## src/hw/rtl/md5_pkg.sv

```systemverilog
// Shared types, constants and round functions of the MD5 digest engine.
`timescale 1ns / 1ps

package md5_pkg;

    localparam int CMD_W   = 2;
    localparam int BYTE_W  = 8;
    localparam int WORD_W  = 32;
    localparam int IDX_W   = 2;
    localparam int COUNT_W = 64;
    localparam int POS_W   = 6;
    localparam int ROUND_W = 6;

    localparam logic [CMD_W-1:0] CMD_START  = 2'd0;
    localparam logic [CMD_W-1:0] CMD_DATA   = 2'd1;
    localparam logic [CMD_W-1:0] CMD_FINISH = 2'd2;

    localparam logic [WORD_W-1:0] IV_A = 32'h67452301;
    localparam logic [WORD_W-1:0] IV_B = 32'hefcdab89;
    localparam logic [WORD_W-1:0] IV_C = 32'h98badcfe;
    localparam logic [WORD_W-1:0] IV_D = 32'h10325476;

    localparam logic [BYTE_W-1:0] PAD_BYTE   = 8'h80;
    localparam logic [POS_W-1:0]  LEN_POS    = 6'd56;
    localparam logic [POS_W-1:0]  BLOCK_LAST = 6'd63;
    localparam logic [ROUND_W-1:0] ROUND_LAST = 6'd63;
    localparam logic [IDX_W-1:0]  WORD_LAST  = 2'd3;

    localparam logic [WORD_W-1:0] MD5_K [64] = '{
        32'hd76aa478, 32'he8c7b756, 32'h242070db, 32'hc1bdceee,
        32'hf57c0faf, 32'h4787c62a, 32'ha8304613, 32'hfd469501,
        32'h698098d8, 32'h8b44f7af, 32'hffff5bb1, 32'h895cd7be,
        32'h6b901122, 32'hfd987193, 32'ha679438e, 32'h49b40821,
        32'hf61e2562, 32'hc040b340, 32'h265e5a51, 32'he9b6c7aa,
        32'hd62f105d, 32'h02441453, 32'hd8a1e681, 32'he7d3fbc8,
        32'h21e1cde6, 32'hc33707d6, 32'hf4d50d87, 32'h455a14ed,
        32'ha9e3e905, 32'hfcefa3f8, 32'h676f02d9, 32'h8d2a4c8a,
        32'hfffa3942, 32'h8771f681, 32'h6d9d6122, 32'hfde5380c,
        32'ha4beea44, 32'h4bdecfa9, 32'hf6bb4b60, 32'hbebfbc70,
        32'h289b7ec6, 32'heaa127fa, 32'hd4ef3085, 32'h04881d05,
        32'hd9d4d039, 32'he6db99e5, 32'h1fa27cf8, 32'hc4ac5665,
        32'hf4292244, 32'h432aff97, 32'hab9423a7, 32'hfc93a039,
        32'h655b59c3, 32'h8f0ccc92, 32'hffeff47d, 32'h85845dd1,
        32'h6fa87e4f, 32'hfe2ce6e0, 32'ha3014314, 32'h4e0811a1,
        32'hf7537e82, 32'hbd3af235, 32'h2ad7d2bb, 32'heb86d391
    };

    typedef enum logic [1:0] {
        BSEL_DATA,
        BSEL_PAD,
        BSEL_ZERO,
        BSEL_LEN
    } t_byte_sel;

    typedef struct packed {
        logic                load_init;
        logic                push;
        t_byte_sel           bsel;
        logic [2:0]          len_idx;
        logic                latch_len;
        logic                init_work;
        logic [ROUND_W-1:0]  rd_idx;
        logic                pre_en;
        logic                pre_from_d;
        logic [ROUND_W-1:0]  k_idx;
        logic                round_en;
        logic [ROUND_W-1:0]  round;
        logic                fold;
        logic [IDX_W-1:0]    emit_idx;
    } t_dp_cmd;

    typedef struct packed {
        logic [POS_W-1:0] pos;
    } t_dp_sts;

    // Message word index used by a given round.
    function automatic logic [3:0] md5_g(input logic [ROUND_W-1:0] i);
        logic [3:0] j;
        logic [3:0] g;
        j = i[3:0];
        case (i[5:4])
            2'd0:    g = j;
            2'd1:    g = 4'((j << 2) + j + 4'd1);
            2'd2:    g = 4'((j << 1) + j + 4'd5);
            default: g = 4'((j << 3) - j);
        endcase
        return g;
    endfunction

    function automatic logic [4:0] md5_rot(input logic [ROUND_W-1:0] i);
        logic [4:0] s;
        case ({i[5:4], i[1:0]})
            4'd0:    s = 5'd7;
            4'd1:    s = 5'd12;
            4'd2:    s = 5'd17;
            4'd3:    s = 5'd22;
            4'd4:    s = 5'd5;
            4'd5:    s = 5'd9;
            4'd6:    s = 5'd14;
            4'd7:    s = 5'd20;
            4'd8:    s = 5'd4;
            4'd9:    s = 5'd11;
            4'd10:   s = 5'd16;
            4'd11:   s = 5'd23;
            4'd12:   s = 5'd6;
            4'd13:   s = 5'd10;
            4'd14:   s = 5'd15;
            default: s = 5'd21;
        endcase
        return s;
    endfunction

endpackage

```

## src/hw/rtl/md5_stream_if.sv

```systemverilog
// Request and result channel interfaces of the MD5 digest engine.
`timescale 1ns / 1ps

interface md5_in_if import md5_pkg::*; ();
    logic              valid;
    logic              ready;
    logic [CMD_W-1:0]  cmd;
    logic [BYTE_W-1:0] data_byte;

    modport source(output valid, output cmd, output data_byte, input ready);
    modport sink(input valid, input cmd, input data_byte, output ready);
endinterface

interface md5_out_if import md5_pkg::*; ();
    logic              valid;
    logic              ready;
    logic [WORD_W-1:0] digest_word;
    logic [IDX_W-1:0]  word_index;
    logic              last_word;

    modport source(output valid, output digest_word, output word_index, output last_word,
                   input ready);
    modport sink(input valid, input digest_word, input word_index, input last_word,
                 output ready);
endinterface

```

## src/hw/rtl/md5_ctrl.sv

```systemverilog
// Controller state machine that sequences loading, padding, compression and output.
`timescale 1ns / 1ps

module md5_ctrl import md5_pkg::*; (
    input  logic             i_clk,
    input  logic             i_rst_n,
    input  logic             i_in_valid,
    input  logic [CMD_W-1:0] i_in_cmd,
    output logic             o_in_ready,
    output logic             o_out_valid,
    input  logic             i_out_ready,
    output logic [IDX_W-1:0] o_word_index,
    output logic             o_last_word,
    output t_dp_cmd          o_dp_cmd,
    input  t_dp_sts          i_dp_sts
);

    typedef enum logic [7:0] {
        S_IDLE  = 8'b0000_0001,
        S_PRE0  = 8'b0000_0010,
        S_PRE1  = 8'b0000_0100,
        S_ROUND = 8'b0000_1000,
        S_FOLD  = 8'b0001_0000,
        S_PAD   = 8'b0010_0000,
        S_LEN   = 8'b0100_0000,
        S_EMIT  = 8'b1000_0000
    } t_state;

    t_state             r_state, n_state;
    t_state             r_ret, n_ret;
    logic [ROUND_W-1:0] r_cnt, n_cnt;

    always_ff @(posedge i_clk) begin
        if (!i_rst_n) begin
            r_state <= S_IDLE;
            r_ret   <= S_IDLE;
            r_cnt   <= '0;
        end else begin
            r_state <= n_state;
            r_ret   <= n_ret;
            r_cnt   <= n_cnt;
        end
    end

    always_comb begin
        n_state      = r_state;
        n_ret        = r_ret;
        n_cnt        = r_cnt;
        o_dp_cmd     = '0;
        o_in_ready   = 1'b0;
        o_out_valid  = 1'b0;
        o_word_index = r_cnt[IDX_W-1:0];
        o_last_word  = (r_cnt[IDX_W-1:0] == WORD_LAST);
        unique case (r_state)
            S_IDLE: begin
                o_in_ready = 1'b1;
                if (i_in_valid) begin
                    case (i_in_cmd)
                        CMD_START: begin
                            o_dp_cmd.load_init = 1'b1;
                        end
                        CMD_DATA: begin
                            o_dp_cmd.push = 1'b1;
                            o_dp_cmd.bsel = BSEL_DATA;
                            if (i_dp_sts.pos == BLOCK_LAST) begin
                                n_state = S_PRE0;
                                n_ret   = S_IDLE;
                            end
                        end
                        CMD_FINISH: begin
                            o_dp_cmd.latch_len = 1'b1;
                            o_dp_cmd.push      = 1'b1;
                            o_dp_cmd.bsel      = BSEL_PAD;
                            n_ret              = S_PAD;
                            n_state            = (i_dp_sts.pos == BLOCK_LAST) ? S_PRE0 : S_PAD;
                        end
                        default: begin
                        end
                    endcase
                end
            end
            S_PRE0: begin
                o_dp_cmd.init_work = 1'b1;
                o_dp_cmd.rd_idx    = '0;
                n_state            = S_PRE1;
            end
            S_PRE1: begin
                o_dp_cmd.pre_en = 1'b1;
                o_dp_cmd.k_idx  = '0;
                o_dp_cmd.rd_idx = ROUND_W'(1);
                n_cnt           = '0;
                n_state         = S_ROUND;
            end
            S_ROUND: begin
                o_dp_cmd.round_en   = 1'b1;
                o_dp_cmd.round      = r_cnt;
                o_dp_cmd.pre_en     = 1'b1;
                o_dp_cmd.pre_from_d = 1'b1;
                o_dp_cmd.k_idx      = ROUND_W'(r_cnt + ROUND_W'(1));
                o_dp_cmd.rd_idx     = ROUND_W'(r_cnt + ROUND_W'(2));
                n_cnt               = ROUND_W'(r_cnt + ROUND_W'(1));
                if (r_cnt == ROUND_LAST) begin
                    n_state = S_FOLD;
                end
            end
            S_FOLD: begin
                o_dp_cmd.fold = 1'b1;
                n_cnt         = '0;
                n_state       = r_ret;
            end
            S_PAD: begin
                if (i_dp_sts.pos == LEN_POS) begin
                    n_cnt   = '0;
                    n_state = S_LEN;
                end else begin
                    o_dp_cmd.push = 1'b1;
                    o_dp_cmd.bsel = BSEL_ZERO;
                    if (i_dp_sts.pos == BLOCK_LAST) begin
                        n_ret   = S_PAD;
                        n_state = S_PRE0;
                    end
                end
            end
            S_LEN: begin
                o_dp_cmd.push    = 1'b1;
                o_dp_cmd.bsel    = BSEL_LEN;
                o_dp_cmd.len_idx = r_cnt[2:0];
                n_cnt            = ROUND_W'(r_cnt + ROUND_W'(1));
                if (i_dp_sts.pos == BLOCK_LAST) begin
                    n_ret   = S_EMIT;
                    n_state = S_PRE0;
                end
            end
            S_EMIT: begin
                o_out_valid       = 1'b1;
                o_dp_cmd.emit_idx = r_cnt[IDX_W-1:0];
                if (i_out_ready) begin
                    n_cnt = ROUND_W'(r_cnt + ROUND_W'(1));
                    if (r_cnt[IDX_W-1:0] == WORD_LAST) begin
                        n_cnt   = '0;
                        n_state = S_IDLE;
                    end
                end
            end
            default: begin
                n_state = S_IDLE;
            end
        endcase
    end

endmodule

```

## src/hw/rtl/md5_datapath.sv

```systemverilog
// Datapath with block store, byte counter, chaining words and the round unit.
`timescale 1ns / 1ps

module md5_datapath import md5_pkg::*; (
    input  logic              i_clk,
    input  logic              i_rst_n,
    input  t_dp_cmd           i_cmd,
    input  logic [BYTE_W-1:0] i_data_byte,
    output t_dp_sts           o_sts,
    output logic [WORD_W-1:0] o_digest_word
);

    logic [WORD_W-1:0]  r_ha, r_hb, r_hc, r_hd;
    logic [COUNT_W-1:0] r_count;
    logic [COUNT_W-1:0] r_len;
    logic [WORD_W-1:0]  r_a, r_b, r_c, r_d;
    logic [WORD_W-1:0]  r_pre;
    logic [WORD_W-1:0]  r_mword;
    logic [3:0][BYTE_W-1:0] r_mem [16];

    logic [BYTE_W-1:0]   wr_byte;
    logic [WORD_W-1:0]   f_val;
    logic [WORD_W-1:0]   sum;
    logic [2*WORD_W-1:0] dbl;
    logic [WORD_W-1:0]   n_b;
    logic [WORD_W-1:0]   n_pre;

    assign o_sts.pos = r_count[POS_W-1:0];

    always_comb begin
        case (i_cmd.bsel)
            BSEL_DATA: wr_byte = i_data_byte;
            BSEL_PAD:  wr_byte = PAD_BYTE;
            BSEL_ZERO: wr_byte = '0;
            default:   wr_byte = r_len[{i_cmd.len_idx, 3'b000} +: BYTE_W];
        endcase
    end

    always_comb begin
        case (i_cmd.round[5:4])
            2'd0:    f_val = (r_b & r_c) | (~r_b & r_d);
            2'd1:    f_val = (r_d & r_b) | (~r_d & r_c);
            2'd2:    f_val = r_b ^ r_c ^ r_d;
            default: f_val = r_c ^ (r_b | ~r_d);
        endcase
        sum   = f_val + r_pre;
        dbl   = {sum, sum} << md5_rot(i_cmd.round);
        n_b   = r_b + dbl[2*WORD_W-1:WORD_W];
        n_pre = (i_cmd.pre_from_d ? r_d : r_a) + MD5_K[i_cmd.k_idx] + r_mword;
    end

    always_comb begin
        case (i_cmd.emit_idx)
            2'd0:    o_digest_word = r_ha;
            2'd1:    o_digest_word = r_hb;
            2'd2:    o_digest_word = r_hc;
            default: o_digest_word = r_hd;
        endcase
    end

    always_ff @(posedge i_clk) begin
        if (!i_rst_n) begin
            r_ha    <= IV_A;
            r_hb    <= IV_B;
            r_hc    <= IV_C;
            r_hd    <= IV_D;
            r_count <= '0;
        end else if (i_cmd.load_init) begin
            r_ha    <= IV_A;
            r_hb    <= IV_B;
            r_hc    <= IV_C;
            r_hd    <= IV_D;
            r_count <= '0;
        end else begin
            if (i_cmd.push) begin
                r_count <= r_count + COUNT_W'(1);
            end
            if (i_cmd.fold) begin
                r_ha <= r_ha + r_a;
                r_hb <= r_hb + r_b;
                r_hc <= r_hc + r_c;
                r_hd <= r_hd + r_d;
            end
        end
    end

    always_ff @(posedge i_clk) begin
        if (i_cmd.latch_len) begin
            r_len <= {r_count[COUNT_W-4:0], 3'b000};
        end
        if (i_cmd.init_work) begin
            r_a <= r_ha;
            r_b <= r_hb;
            r_c <= r_hc;
            r_d <= r_hd;
        end else if (i_cmd.round_en) begin
            r_a <= r_d;
            r_d <= r_c;
            r_c <= r_b;
            r_b <= n_b;
        end
        if (i_cmd.pre_en) begin
            r_pre <= n_pre;
        end
    end

    always_ff @(posedge i_clk) begin
        if (i_cmd.push) begin
            r_mem[r_count[POS_W-1:2]][r_count[1:0]] <= wr_byte;
        end
        r_mword <= r_mem[md5_g(i_cmd.rd_idx)];
    end

endmodule

```

## src/hw/rtl/md5_digest_engine_top.sv

```systemverilog
// Top level of the MD5 digest engine: request and result channels, controller and datapath.
// A start or data request is taken while idle; the data byte that fills a 64-byte block starts
// a compression (load in S_PRE0 and S_PRE1, 64 rounds on one shared round unit, one fold).
// No further request is accepted until that compression has finished.
// A finish request writes the padding and the 64-bit bit length, runs one or two compressions,
// then presents the four digest words, one per cycle while the result side is ready.
// Synchronous reset loads the standard chaining words and a zero byte count.
`timescale 1ns / 1ps

module md5_digest_engine_top import md5_pkg::*; (
    input  logic         i_clk,
    input  logic         i_rst_n,
    md5_in_if.sink       i_in,
    md5_out_if.source    o_out
);

    t_dp_cmd dp_cmd;
    t_dp_sts dp_sts;

    md5_ctrl u_ctrl (
        .i_clk        (i_clk),
        .i_rst_n      (i_rst_n),
        .i_in_valid   (i_in.valid),
        .i_in_cmd     (i_in.cmd),
        .o_in_ready   (i_in.ready),
        .o_out_valid  (o_out.valid),
        .i_out_ready  (o_out.ready),
        .o_word_index (o_out.word_index),
        .o_last_word  (o_out.last_word),
        .o_dp_cmd     (dp_cmd),
        .i_dp_sts     (dp_sts)
    );

    md5_datapath u_dp (
        .i_clk         (i_clk),
        .i_rst_n       (i_rst_n),
        .i_cmd         (dp_cmd),
        .i_data_byte   (i_in.data_byte),
        .o_sts         (dp_sts),
        .o_digest_word (o_out.digest_word)
    );

    a_no_request_while_output: assert property (@(posedge i_clk) disable iff (!i_rst_n)
        o_out.valid |-> !i_in.ready)
        else $error("Request accepted while digest output is pending.");

    a_block_full_stalls: assert property (@(posedge i_clk) disable iff (!i_rst_n)
        (i_in.valid && i_in.ready && i_in.cmd == CMD_DATA && dp_sts.pos == BLOCK_LAST)
        |=> !i_in.ready)
        else $error("Block completion did not start compression.");

    a_last_ends_output: assert property (@(posedge i_clk) disable iff (!i_rst_n)
        (o_out.valid && o_out.ready && o_out.last_word) |=> !o_out.valid)
        else $error("Output continued after the last digest word.");

    a_rounds_block_requests: assert property (@(posedge i_clk) disable iff (!i_rst_n)
        dp_cmd.round_en |-> (!i_in.ready && !o_out.valid))
        else $error("Channel active during compression rounds.");

endmodule
```

## src/flat_wrapper.sv

```systemverilog
// flat-port wrapper written by rule: the top's interface ports become plain ports
module md5_digest_engine_top_flat import md5_pkg::*;
  (i_clk, i_rst_n, i_in_valid, i_in_cmd, i_in_data_byte, i_in_ready, o_out_valid, o_out_digest_word, o_out_word_index, o_out_last_word, o_out_ready);
  md5_in_if i_in_i ();
  md5_out_if o_out_i ();
  input  logic i_clk;
  input  logic i_rst_n;
  input wire logic [$bits(i_in_i.valid)-1:0] i_in_valid;
  input wire logic [$bits(i_in_i.cmd)-1:0] i_in_cmd;
  input wire logic [$bits(i_in_i.data_byte)-1:0] i_in_data_byte;
  output wire logic [$bits(i_in_i.ready)-1:0] i_in_ready;
  output wire logic [$bits(o_out_i.valid)-1:0] o_out_valid;
  output wire logic [$bits(o_out_i.digest_word)-1:0] o_out_digest_word;
  output wire logic [$bits(o_out_i.word_index)-1:0] o_out_word_index;
  output wire logic [$bits(o_out_i.last_word)-1:0] o_out_last_word;
  input wire logic [$bits(o_out_i.ready)-1:0] o_out_ready;
  assign i_in_i.valid = i_in_valid;
  assign i_in_i.cmd = i_in_cmd;
  assign i_in_i.data_byte = i_in_data_byte;
  assign i_in_ready = i_in_i.ready;
  assign o_out_valid = o_out_i.valid;
  assign o_out_digest_word = o_out_i.digest_word;
  assign o_out_word_index = o_out_i.word_index;
  assign o_out_last_word = o_out_i.last_word;
  assign o_out_i.ready = o_out_ready;
  md5_digest_engine_top u_core (.i_clk(i_clk), .i_rst_n(i_rst_n), .i_in(i_in_i), .o_out(o_out_i));
endmodule
```

## config.mk

```make
export PLATFORM = sky130hd
export DESIGN_NAME = md5_digest_engine_top_flat
export DESIGN_NICKNAME = d
export VERILOG_FILES = /design/src/hw/rtl/md5_pkg.sv /design/src/hw/rtl/md5_stream_if.sv /design/src/hw/rtl/md5_ctrl.sv /design/src/hw/rtl/md5_datapath.sv /design/src/hw/rtl/md5_digest_engine_top.sv /design/src/flat_wrapper.sv
export SDC_FILE = /design/constraint.sdc
export NUM_CORES = 2
export LEC_CHECK = 0
export ABC_CLOCK_PERIOD_IN_PS = 18250
export BUFFER_PORTS_ARGS = -buffer_cell sky130_fd_sc_hd__buf_2
export CAP_MARGIN = 20
export CELL_PAD_IN_SITES_DETAIL_PLACEMENT = 0
export CELL_PAD_IN_SITES_GLOBAL_PLACEMENT = 1
export CORE_ASPECT_RATIO = 0.9
export CORE_MARGIN = 2
export CORE_UTILIZATION = 55
export CTS_CLUSTER_SIZE = 40
export DETAILED_ROUTE_END_ITERATION = 16
export HOLD_SLACK_MARGIN = 0.15
export PLACE_DENSITY_LB_ADDON = 0.08
export SLEW_MARGIN = 15
export SYNTH_ARGS = -nofsm -noshare
export SYNTH_HDL_FRONTEND = slang
export SYNTH_SLANG_ARGS = --single-unit
```

## constraint.sdc

```tcl
create_clock -name i_clk -period 18.25 [get_ports i_clk]
set_input_delay 4.5625 -clock i_clk [delete_from_list [all_inputs] [get_ports i_clk]]
set_output_delay 4.5625 -clock i_clk [all_outputs]
set_load 0.005 [all_outputs]
```

==> flow_summary.ini <==
[floorplan]
io_pins = 51
initial_core_util = 0.5524
die-area_um2 = 110200
rows = 114
die_y_um = 315.2
core_area_um2 = 107100
fp.dieW_um = 349.8

[setup_path]
arrival_ns = 10.51
cp.required_ns = 18.69
cp_common_cell = o21ai_0
crit_fanout = 92
worstSetupEndpointType = register
crit_path_top_delay_cell = buf_4
setup.worst_path.start_class = register
cpPeakStageDelay_ns = 0.75
crit_type = register to register

[global_route]
use_met3 = 0.05050
grt_pass1_wl_um = 278900
antenna_found_initial = 2
grtUsageMet1 = 0.4820
grt_remaining_overflow = 0
grt_pass1_vias = 44270
grtUsageTotal = 0.3321
grt.busiest_layer = met2
grt_max_degree = 190
grt_util_met2 = 0.5047

[route]
drt_iter0_markers = 5432
postRouteAntennaNets = 0
drc = 0
drt-vias-per-instance = 6.343
via_count = 48390
wl_per_cell_um = 24.45
firstDrtPassIters = 8
wl_um = 186500

[placed_design]
port_buffers = 50
dp_hpwl_um = 128300
finalWeightedCongestion = 0.9739
pre_cts_ws_ns = 8.420

[pwr]
power_uw = 4549
p_per_area_nw_per_um2 = 71.37
peakVddDrop_mv = 0.09700
power.leakage_uw = 0.02360

[layout]
nets = 6425
drive_gt1_frac = 0.06539
area_growth_pct = 7.711
final_cell_mix = nand2_1 (971), edfxtp_1 (733), a21oi_1 (552)
fillCellCount = 9190
layout_commonest_cell = nand2_1

[cts]
cts.sinks = 971
path_clk_slew_ns = 0.06
hold_buffers = 0
cts_resized = 0
cts_tree = done
cts_setup_buffers = 0
clock_latency_ns = 0.76
h-tree-depth = 3
clk_root_buffer_cell = clkbuf_16
cts_made_buffers = 102
clockBufferDepth = 3

[synthesis]
synthDistinctLibCells = 88
synth-edff-count = 733
syn-cell-area_um2 = 59180
yosys_most_used_dff = edfxtp_1
ys_seq_area_frac = 0.4525
synthCells = 6297
synthArstFlopShare = 0
avgSynthCellArea_um2 = 9.398
yosysWarnings = 0
synth_nets = 6631
ys_ff_latch = 971

[hold_path]
hp-class = register to register

[sta]
setup-violations-final = 0
setup_tns_ns = 0
worstMarginPinSlew_ns = 1.166
hold_viol = 0
rsz0062_at_grt = no
final.setup.worst_slack_ns = 8.178
period_share = 0.5519
period_minus_slack_ns = 10.07
hold_ws_ns = 0.4678
finalMaxSlewViolations = 0
fmax_mhz = 99.29
fin_skew_ns = 0.07086
slew_headroom = 0.2028

[status]
status = completed

[run]
cap_violations = 0
area by class of cell:
| cell class | count | area [um2] | share of cell area |
|---|---|---|---|
| Timing Repair Buffer | 137 | 924.6 | 0.01451 |
| Sequential cell | 971 | 26790 | 0.4203 |
| Clock inverter | 54 | 534.3 | 0.008382 |
| Inverter | 198 | 743.2 | 0.01166 |
| Tap cell | 1450 | 1814 | 0.02846 |
| Clock buffer | 137 | 2795 | 0.04385 |
| Antenna cell | 1 | 2.502 | 0.00003926 |
| Multi-Input combinational cell | 4681 | 30140 | 0.4728 |
cell usage after synthesis (all sizes together), types with 43 or more instances:
cell type	instances	area, um2
a21o	59	442.9
nand2b	44	275.3
mux2	51	574.3
a311oi	103	902.1
clkbuf	341	1281
a2111oi	51	452.9
edfxtp	733	22010
inv	197	739.5
nor2	434	1629
xor2	132	1156
fa	43	860.8
mux2i	166	1662
a211oi	211	1584
xnor2	121	1060
a31oi	103	644.4
ha	277	3466
o211ai	61	457.9
and2	147	919.6
o21ai	348	1742
nor3	108	556.8
dfxtp	238	4765
nor2b	45	281.5
a21oi	552	2763
nand3	132	665.6
nand2	976	3666
buf	106	435.4
per-stage QoR:
step                      utilization  instances  cell area (um2)
after floorplan                     -       6297            59180
after global placement         0.5638       7435            60400
after detailed placement       0.5639       7436            60400
after CTS                      0.5949       7627            63730
after global routing           0.5950       7628            63740
final                          0.5950       7629            63740
layer usage:
| layer | wire length (um) | up-vias |
|---|---|---|
| met5 | 13 | - |
| met4 | 7319 | 2 |
| met3 | 14380 | 337 |
| met2 | 82050 | 1904 |
| met1 | 82730 | 23490 |
| li1 | - | 22660 |
final timing paths:
path                            from  slack (ns)  depth (start not counted)               endpoint
min reg2reg  u_core.u_dp.r_count[60]        0.47                          0  u_core.u_dp.r_len[63]
max reg2reg   u_core.u_ctrl.r_cnt[4]        8.18                         32    u_core.u_dp.r_b[30]
max           u_core.u_ctrl.r_cnt[4]        8.18                         32    u_core.u_dp.r_b[30]
min          u_core.u_dp.r_count[60]        0.47                          0  u_core.u_dp.r_len[63]
worst max-delay path, delay by kind of cell (launching register included):
family | cells | cell delay (ns)
flip-flops | 1 | 0.71
multiplexers | 4 | 1.16
XOR/XNOR | 1 | 0.16
adder cells (fa/ha/maj) | 2 | 0.79
AND/OR/NAND/NOR | 3 | 0.54
buffers and inverters | 1 | 0.75
AO/OA/AOI/OAI | 21 | 5.58
cells by family (layout without fill, tap and decap cells):
group,after synthesis,after routing,synth area share
muxes,229,229,0.04235
and+or+nand+nor,2119,2119,0.1636
xor gates and xnor gates,253,253,0.03744
AOI/OAI and AO/OA,1760,1760,0.1894
adders and majority gates,320,320,0.07311
other,0,1,0
buffers and inverters,645,526,0.04157
DFF,971,971,0.4525
report_power, final:
part           switching [uW]  internal [uW]  leakage (uW)
Clock                     930           1130       0.00161
Sequential               3.47           2380       0.00864
Combinational            78.0           23.2        0.0134
Total                    1010           3540        0.0236
registers in the layout, indices dropped and copies added (netlist names):
| signal | count |
|---|---|
| u_core.u_dp.r_mem | 512 |
| u_core.u_dp.r_count | 61 |
| u_core.u_dp.r_len | 61 |
| u_core.u_dp.r_a | 32 |
| u_core.u_dp.r_b | 32 |
| u_core.u_dp.r_c | 32 |
| u_core.u_dp.r_d | 32 |
| u_core.u_dp.r_ha | 32 |
| u_core.u_dp.r_hb | 32 |
| u_core.u_dp.r_hc | 32 |
| u_core.u_dp.r_hd | 32 |
| u_core.u_dp.r_mword | 32 |
| u_core.u_dp.r_pre | 32 |
| u_core.u_ctrl.r_state | 8 |
| u_core.u_ctrl.r_cnt | 6 |
| u_core.u_ctrl.r_ret | 3 |
(Power assumes the default switching activity.)
